<file path="src/hdl/tilp_pkg.sv">
// Package for the telnet input line parser: byte codes, parse modes,
// result kinds, sequencer states and the line buffer command struct.
// No dependencies.
`timescale 1ns / 1ps
`default_nettype none

package tilp_pkg;

    localparam logic [7:0] BYTE_IAC  = 8'd255;
    localparam logic [7:0] BYTE_DONT = 8'd254;
    localparam logic [7:0] BYTE_DO   = 8'd253;
    localparam logic [7:0] BYTE_WONT = 8'd252;
    localparam logic [7:0] BYTE_WILL = 8'd251;
    localparam logic [7:0] BYTE_SB   = 8'd250;
    localparam logic [7:0] BYTE_SE   = 8'd240;
    localparam logic [7:0] BYTE_DEL  = 8'h7f;
    localparam logic [7:0] BYTE_BS   = 8'd8;
    localparam logic [7:0] BYTE_LF   = 8'd10;
    localparam logic [7:0] BYTE_CR   = 8'd13;
    localparam logic [7:0] BYTE_NUL  = 8'd0;

    typedef enum logic [2:0] {
        MODE_DATA   = 3'd0,
        MODE_IAC    = 3'd1,
        MODE_OPT    = 3'd2,
        MODE_SUB    = 3'd3,
        MODE_SUBIAC = 3'd4
    } tilp_mode_t;

    typedef enum logic [1:0] {
        KIND_REPLY   = 2'd0,
        KIND_CHAR    = 2'd1,
        KIND_END     = 2'd2,
        KIND_DISCARD = 2'd3
    } tilp_kind_t;

    typedef enum logic [2:0] {
        ST_IDLE  = 3'd0,
        ST_REPLY = 3'd1,
        ST_LRD   = 3'd2,
        ST_LOUT  = 3'd3,
        ST_END   = 3'd4,
        ST_DISC  = 3'd5
    } tilp_state_t;

    // Command bundle from the parser to the line buffer.
    typedef struct packed {
        logic push;   // append a character (or mark overflow)
        logic erase;  // remove the last character if allowed
        logic clear;  // newline: empty the line and drop the overflow mark
        logic rd_en;  // read the store at the given address
    } tilp_line_cmd_t;

endpackage

`default_nettype wire

</file>
<file path="src/hdl/tilp_line_buf.sv">
// Line buffer of the telnet input line parser: character store in a
// synchronous memory, fill count and overflow mark.
// Depends on tilp_pkg.
`timescale 1ns / 1ps
`default_nettype none

module tilp_line_buf
    import tilp_pkg::*;
#(
    parameter int LINE_BYTES = 64,
    localparam int ADDR_W = (LINE_BYTES > 1) ? $clog2(LINE_BYTES) : 1
) (
    input  wire logic              aclk,
    input  wire logic              aresetn,
    input  wire tilp_line_cmd_t    cmd,
    input  wire logic [7:0]        wr_byte,
    input  wire logic [ADDR_W-1:0] rd_addr,
    output logic [ADDR_W-1:0]      length,
    output logic                   too_long,
    output logic [7:0]             rd_data
);

    localparam logic [ADDR_W-1:0] MAX_LEN = ADDR_W'(LINE_BYTES - 1);

    logic [7:0]        store_mem [LINE_BYTES];
    logic [ADDR_W-1:0] length_reg, length_next;
    logic              too_long_reg, too_long_next;
    logic [7:0]        rd_data_reg;
    logic              wr_en;

    always_comb begin
        length_next   = length_reg;
        too_long_next = too_long_reg;
        wr_en         = 1'b0;
        if (cmd.clear) begin
            length_next   = '0;
            too_long_next = 1'b0;
        end else if (cmd.erase) begin
            if (!too_long_reg && length_reg != '0) begin
                length_next = length_reg - 1'b1;
            end
        end else if (cmd.push) begin
            if (length_reg < MAX_LEN) begin
                wr_en       = 1'b1;
                length_next = length_reg + 1'b1;
            end else begin
                too_long_next = 1'b1;
            end
        end
    end

    always_ff @(posedge aclk) begin
        if (!aresetn) begin
            length_reg   <= '0;
            too_long_reg <= 1'b0;
        end else begin
            length_reg   <= length_next;
            too_long_reg <= too_long_next;
        end
    end

    always_ff @(posedge aclk) begin
        if (wr_en) begin
            store_mem[length_reg] <= wr_byte;
        end
        if (cmd.rd_en) begin
            rd_data_reg <= store_mem[rd_addr];
        end
    end

    assign length   = length_reg;
    assign too_long = too_long_reg;
    assign rd_data  = rd_data_reg;

    // The overflow mark is only ever set on a full line, and a full line
    // cannot shrink while the mark stands.
    a_overflow_full: assert property (@(posedge aclk) disable iff (!aresetn)
        too_long_reg |-> length_reg == MAX_LEN)
        else $error("overflow mark set on a line that is not full");

    a_len_bound: assert property (@(posedge aclk) disable iff (!aresetn)
        length_reg <= MAX_LEN)
        else $error("line length beyond capacity");

    a_erase_empty: assert property (@(posedge aclk) disable iff (!aresetn)
        (cmd.erase && !cmd.clear && length_reg == '0) |=> length_reg == '0)
        else $error("erase on an empty line changed its length");

endmodule

`default_nettype wire

</file>
<file path="src/hdl/telnet_input_line_parser.sv">
// Top level of the telnet input line parser: command stripping, option
// refusal, line assembly and read-out through an output register.
// Depends on tilp_pkg and tilp_line_buf.
`timescale 1ns / 1ps
`default_nettype none

// Channel   Direction  Ports                      Content
// s_        in         tvalid tready tdata[7:0]   received byte
// m_        out        tvalid tready tdata[7:0]   reply byte or line character
//                      tuser[1:0] tlast           result kind, last of the item
//
// A refused option sends three reply bytes. On a newline, each stored
// character is first read from the synchronous store and then loaded
// into the output register, and the line-end item follows the last
// character; an overflowed line sends only its discard item. While
// results are being sent, s_tready is low.
// Reset (aresetn low at a clock edge) returns the parser to the data
// state with an empty line; no clearing pass runs over the store.
// A stalled m_tready holds the output register and the states that load it.

module telnet_input_line_parser
    import tilp_pkg::*;
#(
    parameter int LINE_BYTES = 64
) (
    input  wire logic       aclk,
    input  wire logic       aresetn,
    // Input item.
    input  wire logic       s_tvalid,
    output logic            s_tready,
    input  wire logic [7:0] s_tdata,   // [7:0] rx_byte
    // Result item.
    output logic            m_tvalid,
    input  wire logic       m_tready,
    output logic [7:0]      m_tdata,   // [7:0] data_byte
    output logic [1:0]      m_tuser,   // [1:0] kind
    output logic            m_tlast    // last result caused by the input byte
);

    localparam int ADDR_W = (LINE_BYTES > 1) ? $clog2(LINE_BYTES) : 1;

    // Parser and sequencer registers.
    tilp_state_t       state_reg, state_next;
    tilp_mode_t        mode_reg, mode_next;
    logic [7:0]        pending_reg, pending_next;
    logic [7:0]        reply_cmd_reg, reply_cmd_next;
    logic [7:0]        option_reg, option_next;
    logic [1:0]        rep_idx_reg, rep_idx_next;
    logic [ADDR_W-1:0] rd_idx_reg, rd_idx_next;
    logic [ADDR_W-1:0] emit_len_reg, emit_len_next;

    // Output register.
    logic              m_tvalid_reg;
    logic [7:0]        m_tdata_reg;
    tilp_kind_t        m_tuser_reg;
    logic              m_tlast_reg;

    // Line buffer interface.
    tilp_line_cmd_t    line_cmd;
    logic [ADDR_W-1:0] line_length;
    logic              line_too_long;
    logic [7:0]        line_rd_data;

    logic              in_accept;
    logic              out_free;
    logic              emit_valid;
    tilp_kind_t        emit_kind;
    logic [7:0]        emit_byte;
    logic              emit_last;
    logic              data_in;
    logic [7:0]        rx_byte;

    assign rx_byte   = s_tdata;
    assign s_tready  = (state_reg == ST_IDLE);
    assign in_accept = s_tvalid && s_tready;
    // The output register can take a new item when empty or being drained.
    assign out_free  = !m_tvalid_reg || m_tready;

    tilp_line_buf #(
        .LINE_BYTES(LINE_BYTES)
    ) u_line_buf (
        .aclk     (aclk),
        .aresetn  (aresetn),
        .cmd      (line_cmd),
        .wr_byte  (rx_byte),
        .rd_addr  (rd_idx_reg),
        .length   (line_length),
        .too_long (line_too_long),
        .rd_data  (line_rd_data)
    );

    // Next state, byte parsing and result emission.
    always_comb begin
        state_next     = state_reg;
        mode_next      = mode_reg;
        pending_next   = pending_reg;
        reply_cmd_next = reply_cmd_reg;
        option_next    = option_reg;
        rep_idx_next   = rep_idx_reg;
        rd_idx_next    = rd_idx_reg;
        emit_len_next  = emit_len_reg;
        line_cmd       = '0;
        emit_valid     = 1'b0;
        emit_kind      = KIND_REPLY;
        emit_byte      = 8'd0;
        emit_last      = 1'b0;
        data_in        = 1'b0;

        case (state_reg)
            ST_IDLE: begin
                if (in_accept) begin
                    case (mode_reg)
                        MODE_IAC: begin
                            if (rx_byte == BYTE_IAC) begin
                                // Escaped IAC: a plain data byte of 255.
                                mode_next = MODE_DATA;
                                data_in   = 1'b1;
                            end else if (rx_byte inside {BYTE_WILL, BYTE_WONT,
                                                         BYTE_DO, BYTE_DONT}) begin
                                pending_next = rx_byte;
                                mode_next    = MODE_OPT;
                            end else if (rx_byte == BYTE_SB) begin
                                mode_next = MODE_SUB;
                            end else begin
                                mode_next = MODE_DATA;
                            end
                        end
                        MODE_OPT: begin
                            mode_next = MODE_DATA;
                            if (pending_reg == BYTE_WILL || pending_reg == BYTE_DO) begin
                                reply_cmd_next = (pending_reg == BYTE_WILL) ?
                                                 BYTE_DONT : BYTE_WONT;
                                option_next    = rx_byte;
                                rep_idx_next   = 2'd0;
                                state_next     = ST_REPLY;
                            end
                        end
                        MODE_SUB: begin
                            if (rx_byte == BYTE_IAC) begin
                                mode_next = MODE_SUBIAC;
                            end
                        end
                        MODE_SUBIAC: begin
                            mode_next = (rx_byte == BYTE_SE) ? MODE_DATA : MODE_SUB;
                        end
                        default: begin
                            mode_next = MODE_DATA;
                            if (rx_byte == BYTE_IAC) begin
                                mode_next = MODE_IAC;
                            end else begin
                                data_in = 1'b1;
                            end
                        end
                    endcase

                    if (data_in) begin
                        if (rx_byte == BYTE_CR || rx_byte == BYTE_NUL) begin
                            line_cmd = '0;
                        end else if (rx_byte == BYTE_BS || rx_byte == BYTE_DEL) begin
                            line_cmd.erase = 1'b1;
                        end else if (rx_byte == BYTE_LF) begin
                            line_cmd.clear = 1'b1;
                            emit_len_next  = line_length;
                            rd_idx_next    = '0;
                            if (line_too_long) begin
                                state_next = ST_DISC;
                            end else if (line_length == '0) begin
                                state_next = ST_END;
                            end else begin
                                state_next = ST_LRD;
                            end
                        end else begin
                            line_cmd.push = 1'b1;
                        end
                    end
                end
            end

            ST_REPLY: begin
                if (out_free) begin
                    emit_valid = 1'b1;
                    emit_kind  = KIND_REPLY;
                    case (rep_idx_reg)
                        2'd0:    emit_byte = BYTE_IAC;
                        2'd1:    emit_byte = reply_cmd_reg;
                        default: emit_byte = option_reg;
                    endcase
                    if (rep_idx_reg == 2'd2) begin
                        emit_last  = 1'b1;
                        state_next = ST_IDLE;
                    end else begin
                        rep_idx_next = rep_idx_reg + 2'd1;
                    end
                end
            end

            ST_LRD: begin
                line_cmd.rd_en = 1'b1;
                state_next     = ST_LOUT;
            end

            ST_LOUT: begin
                if (out_free) begin
                    emit_valid = 1'b1;
                    emit_kind  = KIND_CHAR;
                    emit_byte  = line_rd_data;
                    if (rd_idx_reg + 1'b1 == emit_len_reg) begin
                        state_next = ST_END;
                    end else begin
                        rd_idx_next = rd_idx_reg + 1'b1;
                        state_next  = ST_LRD;
                    end
                end
            end

            ST_END: begin
                if (out_free) begin
                    emit_valid = 1'b1;
                    emit_kind  = KIND_END;
                    emit_last  = 1'b1;
                    state_next = ST_IDLE;
                end
            end

            ST_DISC: begin
                if (out_free) begin
                    emit_valid = 1'b1;
                    emit_kind  = KIND_DISCARD;
                    emit_last  = 1'b1;
                    state_next = ST_IDLE;
                end
            end

            default: begin
                state_next = ST_IDLE;
            end
        endcase
    end

    always_ff @(posedge aclk) begin
        if (!aresetn) begin
            state_reg   <= ST_IDLE;
            mode_reg    <= MODE_DATA;
            pending_reg <= 8'd0;
        end else begin
            state_reg   <= state_next;
            mode_reg    <= mode_next;
            pending_reg <= pending_next;
        end
    end

    always_ff @(posedge aclk) begin
        reply_cmd_reg <= reply_cmd_next;
        option_reg    <= option_next;
        rep_idx_reg   <= rep_idx_next;
        rd_idx_reg    <= rd_idx_next;
        emit_len_reg  <= emit_len_next;
    end

    // Output register: loaded by the sequencer, emptied by the consumer.
    always_ff @(posedge aclk) begin
        if (!aresetn) begin
            m_tvalid_reg <= 1'b0;
        end else if (emit_valid) begin
            m_tvalid_reg <= 1'b1;
        end else if (m_tready) begin
            m_tvalid_reg <= 1'b0;
        end
    end

    always_ff @(posedge aclk) begin
        if (emit_valid) begin
            m_tdata_reg <= emit_byte;
            m_tuser_reg <= emit_kind;
            m_tlast_reg <= emit_last;
        end
    end

    assign m_tvalid = m_tvalid_reg;
    assign m_tdata  = m_tdata_reg;
    assign m_tuser  = m_tuser_reg;
    assign m_tlast  = m_tlast_reg;

    // A refused option must start its three-byte reply right away.
    a_reply_start: assert property (@(posedge aclk) disable iff (!aresetn)
        (in_accept && mode_reg == MODE_OPT &&
         (pending_reg == BYTE_WILL || pending_reg == BYTE_DO))
        |=> state_reg == ST_REPLY)
        else $error("option refusal did not start a reply");

    // Character output always follows a store read, perhaps after output stalls.
    a_read_before_out: assert property (@(posedge aclk) disable iff (!aresetn)
        (state_reg == ST_LOUT) |->
        ($past(state_reg) == ST_LRD || $past(state_reg) == ST_LOUT))
        else $error("line character sent without a store read");

    a_read_index: assert property (@(posedge aclk) disable iff (!aresetn)
        (state_reg == ST_LRD || state_reg == ST_LOUT) |-> rd_idx_reg < emit_len_reg)
        else $error("line read-out index past the stored length");

    // The read-out must not be disturbed by line buffer writes.
    a_no_write_busy: assert property (@(posedge aclk) disable iff (!aresetn)
        (state_reg != ST_IDLE) |-> !(line_cmd.push || line_cmd.erase || line_cmd.clear))
        else $error("line buffer modified while results are pending");

endmodule

`default_nettype wire

</file>
<file path="config.mk">
export PLATFORM = sky130hd
export DESIGN_NAME = telnet_input_line_parser
export DESIGN_NICKNAME = d
export VERILOG_FILES = /design/src/hdl/tilp_pkg.sv /design/src/hdl/tilp_line_buf.sv /design/src/hdl/telnet_input_line_parser.sv
export SDC_FILE = /design/constraint.sdc
export NUM_CORES = 1
export LEC_CHECK = 0
export BUFFER_PORTS_ARGS = -buffer_cell sky130_fd_sc_hd__buf_4
export CORE_MARGIN = 2
export CORE_UTILIZATION = 40
export DETAILED_ROUTE_END_ITERATION = 8
export GPL_ROUTABILITY_DRIVEN = 1
export PLACE_DENSITY = 0.65
export SETUP_SLACK_MARGIN = 0.05
export SLEW_MARGIN = 20
export SYNTH_ARGS = -nofsm -noshare
export SYNTH_HDL_FRONTEND = slang
export SYNTH_SLANG_ARGS = --single-unit
</file>
<file path="constraint.sdc">
create_clock -name aclk -period 5.8 [get_ports aclk]
set_input_delay 1.16 -clock aclk [delete_from_list [all_inputs] [get_ports aclk]]
set_output_delay 1.16 -clock aclk [all_outputs]
set_load 0.005 [all_outputs]
</file>
Yosys cells after proc, flatten, opt, wreduce, memory -nomap -nowiden --
Memories as Yosys holds them, arrays and structs flattened. A register that Yosys moved wholly into a read port is not among the register bits. Index checks and enable logic that the tools add are counted.
Cells by class: $add $sub $neg 4, magnitude comparators 1, equal/unequal tests 40, multiplexer cells 77, bitwise gates (word level) 6, reductions and logical operators 32
Operators by type and width (number):
- 8-bit == test, second input constant | 9
- 6-bit 2-to-1 mux | 11
- 3-bit 2-to-1 mux | 17
- 8-bit one-hot mux with 2 select lines | 2
- 8-bit by 4-bit == test with 1-bit output, second input constant | 3
- 2-bit 2-to-1 mux | 12
- 1-bit 2-to-1 mux | 23
- 8-bit 2-to-1 mux | 2
- 2-bit != test, second input constant | 8
- 3-bit one-hot mux with 5 select lines | 1
- 2-bit by 1-bit != test with 1-bit output, second input constant | 7
- 6-bit by 1-bit adder with 6-bit output, second input constant | 2
- 3-bit by 2-bit == test with 1-bit output, second input constant | 4
- 3-bit one-hot mux with 4 select lines | 1
- 6-bit one-hot mux with 2 select lines | 1
- 6-bit AND reduction | 2
- 5-bit AND reduction | 2
- 2-bit nonzero test | 5
- 3-bit == test, second input constant | 3
- 3-bit AND reduction | 3
- 8-bit by 7-bit == test with 1-bit output, second input constant | 1
- 8-bit logical NOT | 1
- 4-bit 2-to-1 mux | 2
- 8-bit AND reduction | 1
- other kinds (23) | 37
Word-level totals: bits in registers 63, memory bits (writable) 512, input port bits 12, output and inout port bits 13, logic and storage cells 175, memories 1
Memories:
- u_line_buf.store_mem | words 64, width 8, rd ports 1, clocked after Yosys merged registers in 1, write ports 1, line tilp_line_buf.sv:25 | logic [7:0] store_mem [LINE_BYTES];

Longest topological paths before layout --
depth in word-level cells 13, depth in mapped cells 13, mapped depth without buffers 12

Modules after synthesis --
From an unflattened synthesis, not the netlist that was laid out.
Second synthesis, totals: cells, all modules 1263, area, all modules 23253.6 um^2
Modules (own cells, without submodules):
- tilp_line_buf | times used 1, cells each 1027, area each 20773.7 um^2, sequential area each 15755.1 um^2
- telnet_input_line_parser | times used 1, cells each 236, area each 2479.9 um^2, sequential area each 1321.3 um^2

Worst setup path after synthesis --
No wires, ideal clock.
path type input -> register, start input s_tdata[2], end register u_line_buf.length_reg[5], in the netlist u_line_buf.length[5], setup time 0.060 ns, arrival time 3.798 ns, required time 5.740 ns, path slack 1.943 ns, cell stages on the path 13, buffers on the path 1, cell sequence buf_2 nand3_2 o311a_4 nor4_2 or2b_1 inv_1 ha_1 a211oi_1 o21bai_1 a21oi_1 xor2_1 a211o_2 nand2_1
On the way: cells in the longest elaborated chain, start to end 10, elaborated cells between the ends (all ways) 28, classes of those cells eq/ne: 6; mux: 15; reduce/logical: 7
Ends and longest elaborated chain:
- start, declared | line telnet_input_line_parser.sv:31 | input wire logic [7:0] s_tdata,
- 8-bit == test | line telnet_input_line_parser.sv:114, telnet_input_line_parser.sv:148
- 1-bit 2-to-1 mux, on equally long branches | line telnet_input_line_parser.sv:148, telnet_input_line_parser.sv:114
- 1-bit one-hot mux with 2 select lines | line telnet_input_line_parser.sv:112 | case (mode_reg)
- 1-bit 2-to-1 mux | line telnet_input_line_parser.sv:111 | if (in_accept) begin
- 1-bit 2-to-1 mux | line telnet_input_line_parser.sv:109 | case (state_reg)
- 4-bit 2-to-1 mux (*) | line telnet_input_line_parser.sv:156 | if (data_in) begin
- 4-bit 2-to-1 mux (*) | line telnet_input_line_parser.sv:111
- 3-bit 2-to-1 mux (*) | line telnet_input_line_parser.sv:109
- 2-bit by 1-bit != test with 1-bit output (no source line) or 2-bit nonzero test (tied branches)
- 3-bit AND reduction (no source line)
- end signal, assigned | line tilp_line_buf.sv:57 | length_reg <= length_next;
- end, declared | line tilp_line_buf.sv:26 | logic [ADDR_W-1:0] length_reg, length_next;
Every way passes the cells marked *; elsewhere a longest branch is shown, timed or not. The select of a mux whose other input is x is not followed. A chain may end at the register's enable or synchronous reset.

Final worst setup path --
start input s_tdata[6], end memory u_line_buf.store_mem[8][2] (enable)
On the way: cells in the longest elaborated chain, start to end 13, elaborated cells between the ends (all ways) 27, classes of those cells eq/ne: 5; mux: 19; reduce/logical: 3
Ends and longest elaborated chain:
- 8-bit == test | line telnet_input_line_parser.sv:114, telnet_input_line_parser.sv:148
- 1-bit 2-to-1 mux, on equally long branches | line telnet_input_line_parser.sv:148, telnet_input_line_parser.sv:114
- 1-bit one-hot mux with 2 select lines | line telnet_input_line_parser.sv:112
- 1-bit 2-to-1 mux | line telnet_input_line_parser.sv:111
- 1-bit 2-to-1 mux | line telnet_input_line_parser.sv:109
- 4-bit 2-to-1 mux (*) | line telnet_input_line_parser.sv:156
- 4-bit 2-to-1 mux (*) | line telnet_input_line_parser.sv:111
- 3-bit 2-to-1 mux (*) | line telnet_input_line_parser.sv:109
- 1-bit 2-to-1 mux | line tilp_line_buf.sv:42 | end else if (cmd.push) begin
- 1-bit 2-to-1 mux | line tilp_line_buf.sv:38 | end else if (cmd.erase) begin
- 1-bit 2-to-1 mux (*) | line tilp_line_buf.sv:35 | if (cmd.clear) begin
- 1-bit 2-to-1 mux (*) | line tilp_line_buf.sv:63 | if (wr_en) begin
- 1-bit 2-to-1 mux (not written as such) (*) | line tilp_line_buf.sv:64 | store_mem[length_reg] <= wr_byte;
- end, declared | line tilp_line_buf.sv:25
Marked as above.

==> summary.txt <==
Status
  – Status: complete, no violations

STA
  – Slew headroom: 0.268
  – Final period util: 0.736
  – Final Hold Viols: 0
  – Fmax: 0.234 GHz
  – Slew Limit Fails: 0
  – Final Setup Violations: 0
  – Clock Skews: 13.1 ps
  – RSZ-0062 raised after global routing: false
  – Fin crit period: 4270 ps
  – Setup ws final: 1530 ps
  – Hold WS: 476 ps
  – Setup TNS: 0 ps
  – Worst-Margin Slew: 1100 ps

Finish
  – Fill cell count: 4,667
  – Biggest register: u_line_buf.store_mem
  – Area Overhead vs Synth: 12.1%
  – Share of cells above drive strength 1: 0.228
  – Post-Layout Cell Count: 2,037
  – Max reg flops: 512
  – Final core utilization: 0.455
  – Diodes inserted: 0
  – Fin nets: 1,263

Run
  – Number of max-cap violations: 0

Synth
  – Ys async rst share: 0
  – Syn Std Cell Area: 23,000 sq um
  – Synth warn: 0
  – Yosys cell types: 65
  – Number of enable flip-flop cells after synthesis: 554
  – Syn Inst Count: 1,198
  – Top_reg_cell synth: edfxtp_1
  – Post-synthesis sequential area ratio: 0.741
  – Avg Cell Area, Syn: 19.2 sq um
  – Count of state elements after synthesis: 576

Detailed routing
  – Met2 wire length: 24,700 um
  – Met3 wire len: 4020 um
  – Drt wl/cell: 25.9 um
  – Vias: 11,500
  – WL final: 52,800 um
  – Detailed router's first-iteration violation count: 1,395
  – Drt pass-1 iters: 7
  – Antenna Nets Post-Route: 0
  – Wire length on met1: 22,600 um
  – Residual DRC: 0
  – Vias per cell: 5.67
  – Max Used Layer: met4

Clocking
  – CTS tree: yes
  – Clock Pin Slew Worst Setup and Hold Paths: 70 ps
  – Clock Latency Late Sink: 600 ps
  – Sink Count: 576
  – Post-CTS Setup Bufs: 0
  – Count of cells resized by post-cts repair: 0
  – Inserted Clock Buffers: 54
  – Hold Buf Count CTS: 0
  – Root Buffer: clkbuf_16
  – H-tree depth: 2
  – Clock Tree Buf Depth: 3

Setup path
  – WP data required: 6030 ps
  – Critical path's slowest cell: nor2_1
  – Startpoint class of the critical path: primary input
  – Bufs and invs on worst path: 1
  – WS Path Type: in2reg
  – CP arrival: 4500 ps
  – Crit-path leading delay family: simple AND/OR/NAND/NOR gates
  – CP cell instances: buf_4, nand3_1, o311a_4, nor4_2, and3_1, nand2_1, nor2_1
  – Crit-path max FO: 24
  – CP Depth: 7
  – Crit Reg-Reg Endpoint: u_line_buf.store_mem[8][2]$_DFFE_PP_
  – CP peak stage delay: 730 ps
  – Worst Reg-to-Reg Cells: 6
  – CP endpoint kind: flip-flop
  – Launch point of the worst reg-to-reg path: state_reg[0]$_SDFFE_PN0P_
  – Worst R2R Setup Slack: 2020 ps

Placement
  – Pre-CTS setup slack: 1000 ps
  – Detailed placement HPWL: 32,800 um
  – Inst Count DP: 1,942
  – Port Buffers: 24
  – RePlAce Congestion: 0.839

Floorplan
  – DIE WIDTH: 244 um
  – Die area: 59,500 sq um
  – Row count: 87
  – Die outline height: 244 um
  – Boundary Pins: 25
  – CORE AREA: 56,700 sq um
  – Starting Density: 0.406

Power
  – Internal Power: 0.00659 W
  – Combinational share of power: 0.020
  – Switching power: 0.00164 W
  – Sw frac: 0.199
  – P_leak: 8.09 nW
  – Reg power frac: 0.557
  – Peak supply drop: 0.234 mV
  – Clock power share: 0.424
  – Pwr dens: 319 nW/um^2

GRT
  – Initial antenna violation count: 0
  – GR Util All Layers: 0.180
  – Largest net degree at the start of global routing: 119
  – First-pass GRT wire length: 79,200 um
  – Number of global-route vias before repair: 11,500
  – GRT overflow: 0

Min path
  – Hold WC Path Type: reg2reg
  – Hold EP: pending_reg[4]$_SDFFE_PN0P_
  – Hold Path Origin: pending_reg[4]$_SDFFE_PN0P_
  – Worst Hold Path Cells: 2
==> cells by family (layout without fill, tap and decap cells) <==
group	after synthesis	after routing	synth area share
DFF	576	576	0.741
adders and majority gates	9	9	0.00522
other	1	8	0.000163
and+or+nand+nor	249	249	0.0529
xor gates and xnor gates	17	17	0.00706
buffers and inverters	73	149	0.0137
AOI/OAI and AO/OA	99	99	0.0301
muxes	174	174	0.150
==> worst max-delay path by stage <==
stage | slack (ps) | startpoint | to
2_1_floorplan | 1940 | s_tdata[2] | u_line_buf.length[5]$_SDFFE_PP0P_
3_3_place_gp | 1130 | s_tdata[6] | u_line_buf.store_mem[8][0]$_DFFE_PP_
6_report | 1530 | s_tdata[6] | u_line_buf.store_mem[8][2]$_DFFE_PP_
4_1_cts | 1600 | s_tdata[6] | u_line_buf.store_mem[28][0]$_DFFE_PP_
5_1_grt | 1460 | s_tdata[6] | u_line_buf.store_mem[16][2]$_DFFE_PP_
3_5_place_dp | 1000 | s_tdata[6] | u_line_buf.store_mem[28][2]$_DFFE_PP_
==> tightest hold or removal path: stages, from the launching register on <==
cell and delay, ps:
dfxtp_1 330, nor2_1 50, nor2_1 70
==> cell usage after synthesis, types with 11 or more instances <==
library cell | n | area, sq um
dfxtp_1 | 22 | 440
a21oi_1 | 21 | 105
o21ai_0 | 14 | 70.1
a22oi_1 | 17 | 128
xnor2_1 | 12 | 105
mux4_2 | 136 | 3060
nand2_1 | 37 | 139
buf_2 | 15 | 75.1
inv_1 | 11 | 41.3
o22ai_1 | 17 | 106
edfxtp_1 | 554 | 16600
mux2i_1 | 38 | 380
nor2_1 | 115 | 432
buf_1 | 17 | 63.8
clkbuf_1 | 27 | 101
nand3_1 | 22 | 110
==> per-layer routing <==
metal | GRT usage | vias up
met1 | 0.262 | 6001
met4 | 0.0534 | 0
met2 | 0.281 | 512
met3 | 0.0300 | 75
met5 | 0 | -
li1 | - | 4952
==> placed cells by master (no fill, tap or decap), types with 3 or more instances in the layout <==
| cell | synthesis | layout |
|---|---|---|
| a22oi_1 | 17 | 17 |
| nor4_2 | 2 | 3 |
| o22ai_1 | 17 | 17 |
| nand3_1 | 22 | 22 |
| mux2i_1 | 38 | 38 |
| buf_4 | 0 | 41 |
| clkinv_2 | 0 | 13 |
| clkinvlp_4 | 0 | 3 |
| nor3_1 | 3 | 3 |
| or2_2 | 4 | 4 |
| xor2_1 | 4 | 4 |
| a211oi_1 | 4 | 4 |
| and2_1 | 7 | 7 |
| and3_1 | 7 | 7 |
| nor2b_1 | 5 | 5 |
| or3_1 | 8 | 8 |
| inv_1 | 11 | 11 |
| ha_1 | 8 | 8 |
| nand2b_1 | 5 | 5 |
| clkbuf_16 | 0 | 55 |
| bufinv_16 | 0 | 6 |
| nand3_2 | 3 | 3 |
| clkbuf_1 | 27 | 5 |
| o21ai_0 | 14 | 14 |
| a31oi_1 | 6 | 6 |
| or4_4 | 3 | 3 |
| clkinv_1 | 0 | 11 |
| mux4_2 | 136 | 136 |
| nand2_1 | 37 | 37 |
| nor2_1 | 115 | 115 |
| nor2_2 | 8 | 8 |
| a21oi_1 | 21 | 21 |
| conb_1 | 1 | 8 |
| xnor2_1 | 12 | 12 |
| edfxtp_1 | 554 | 554 |
| dfxtp_1 | 22 | 22 |
==> power by group through the flow <==
stage	clock (W)	combinational, W	sequential, W
final	0.00348	0.000161	0.00458
after CTS	0.00355	0.000165	0.00458
after floorplan	0	0.0000573	0.00466
after global routing	0.00371	0.000175	0.00458
after detailed placement	0	0.000165	0.00467
after global placement	0	0.000163	0.00467
==> layout make-up <==
class                   instances  area, sq um  area share
inverters                      11         41.3     0.00160
flip-flops and latches        576        17100       0.662
repair buffers                 43          348      0.0135
multi-input cells             556         5680       0.220
well taps                     756          946      0.0366
clock buffers                  60         1400      0.0541
clock inverters                35          327      0.0127
==> metrics by stage <==
stage / cell area [sq um] / power, W
floorplan: 23100 / 0.00472
global placement: 24100 / 0.00483
detailed placement: 24100 / 0.00484
CTS: 25800 / 0.00829
global route: 25800 / 0.00847
finish: 25800 / 0.00823
(Power assumes the default switching activity.)
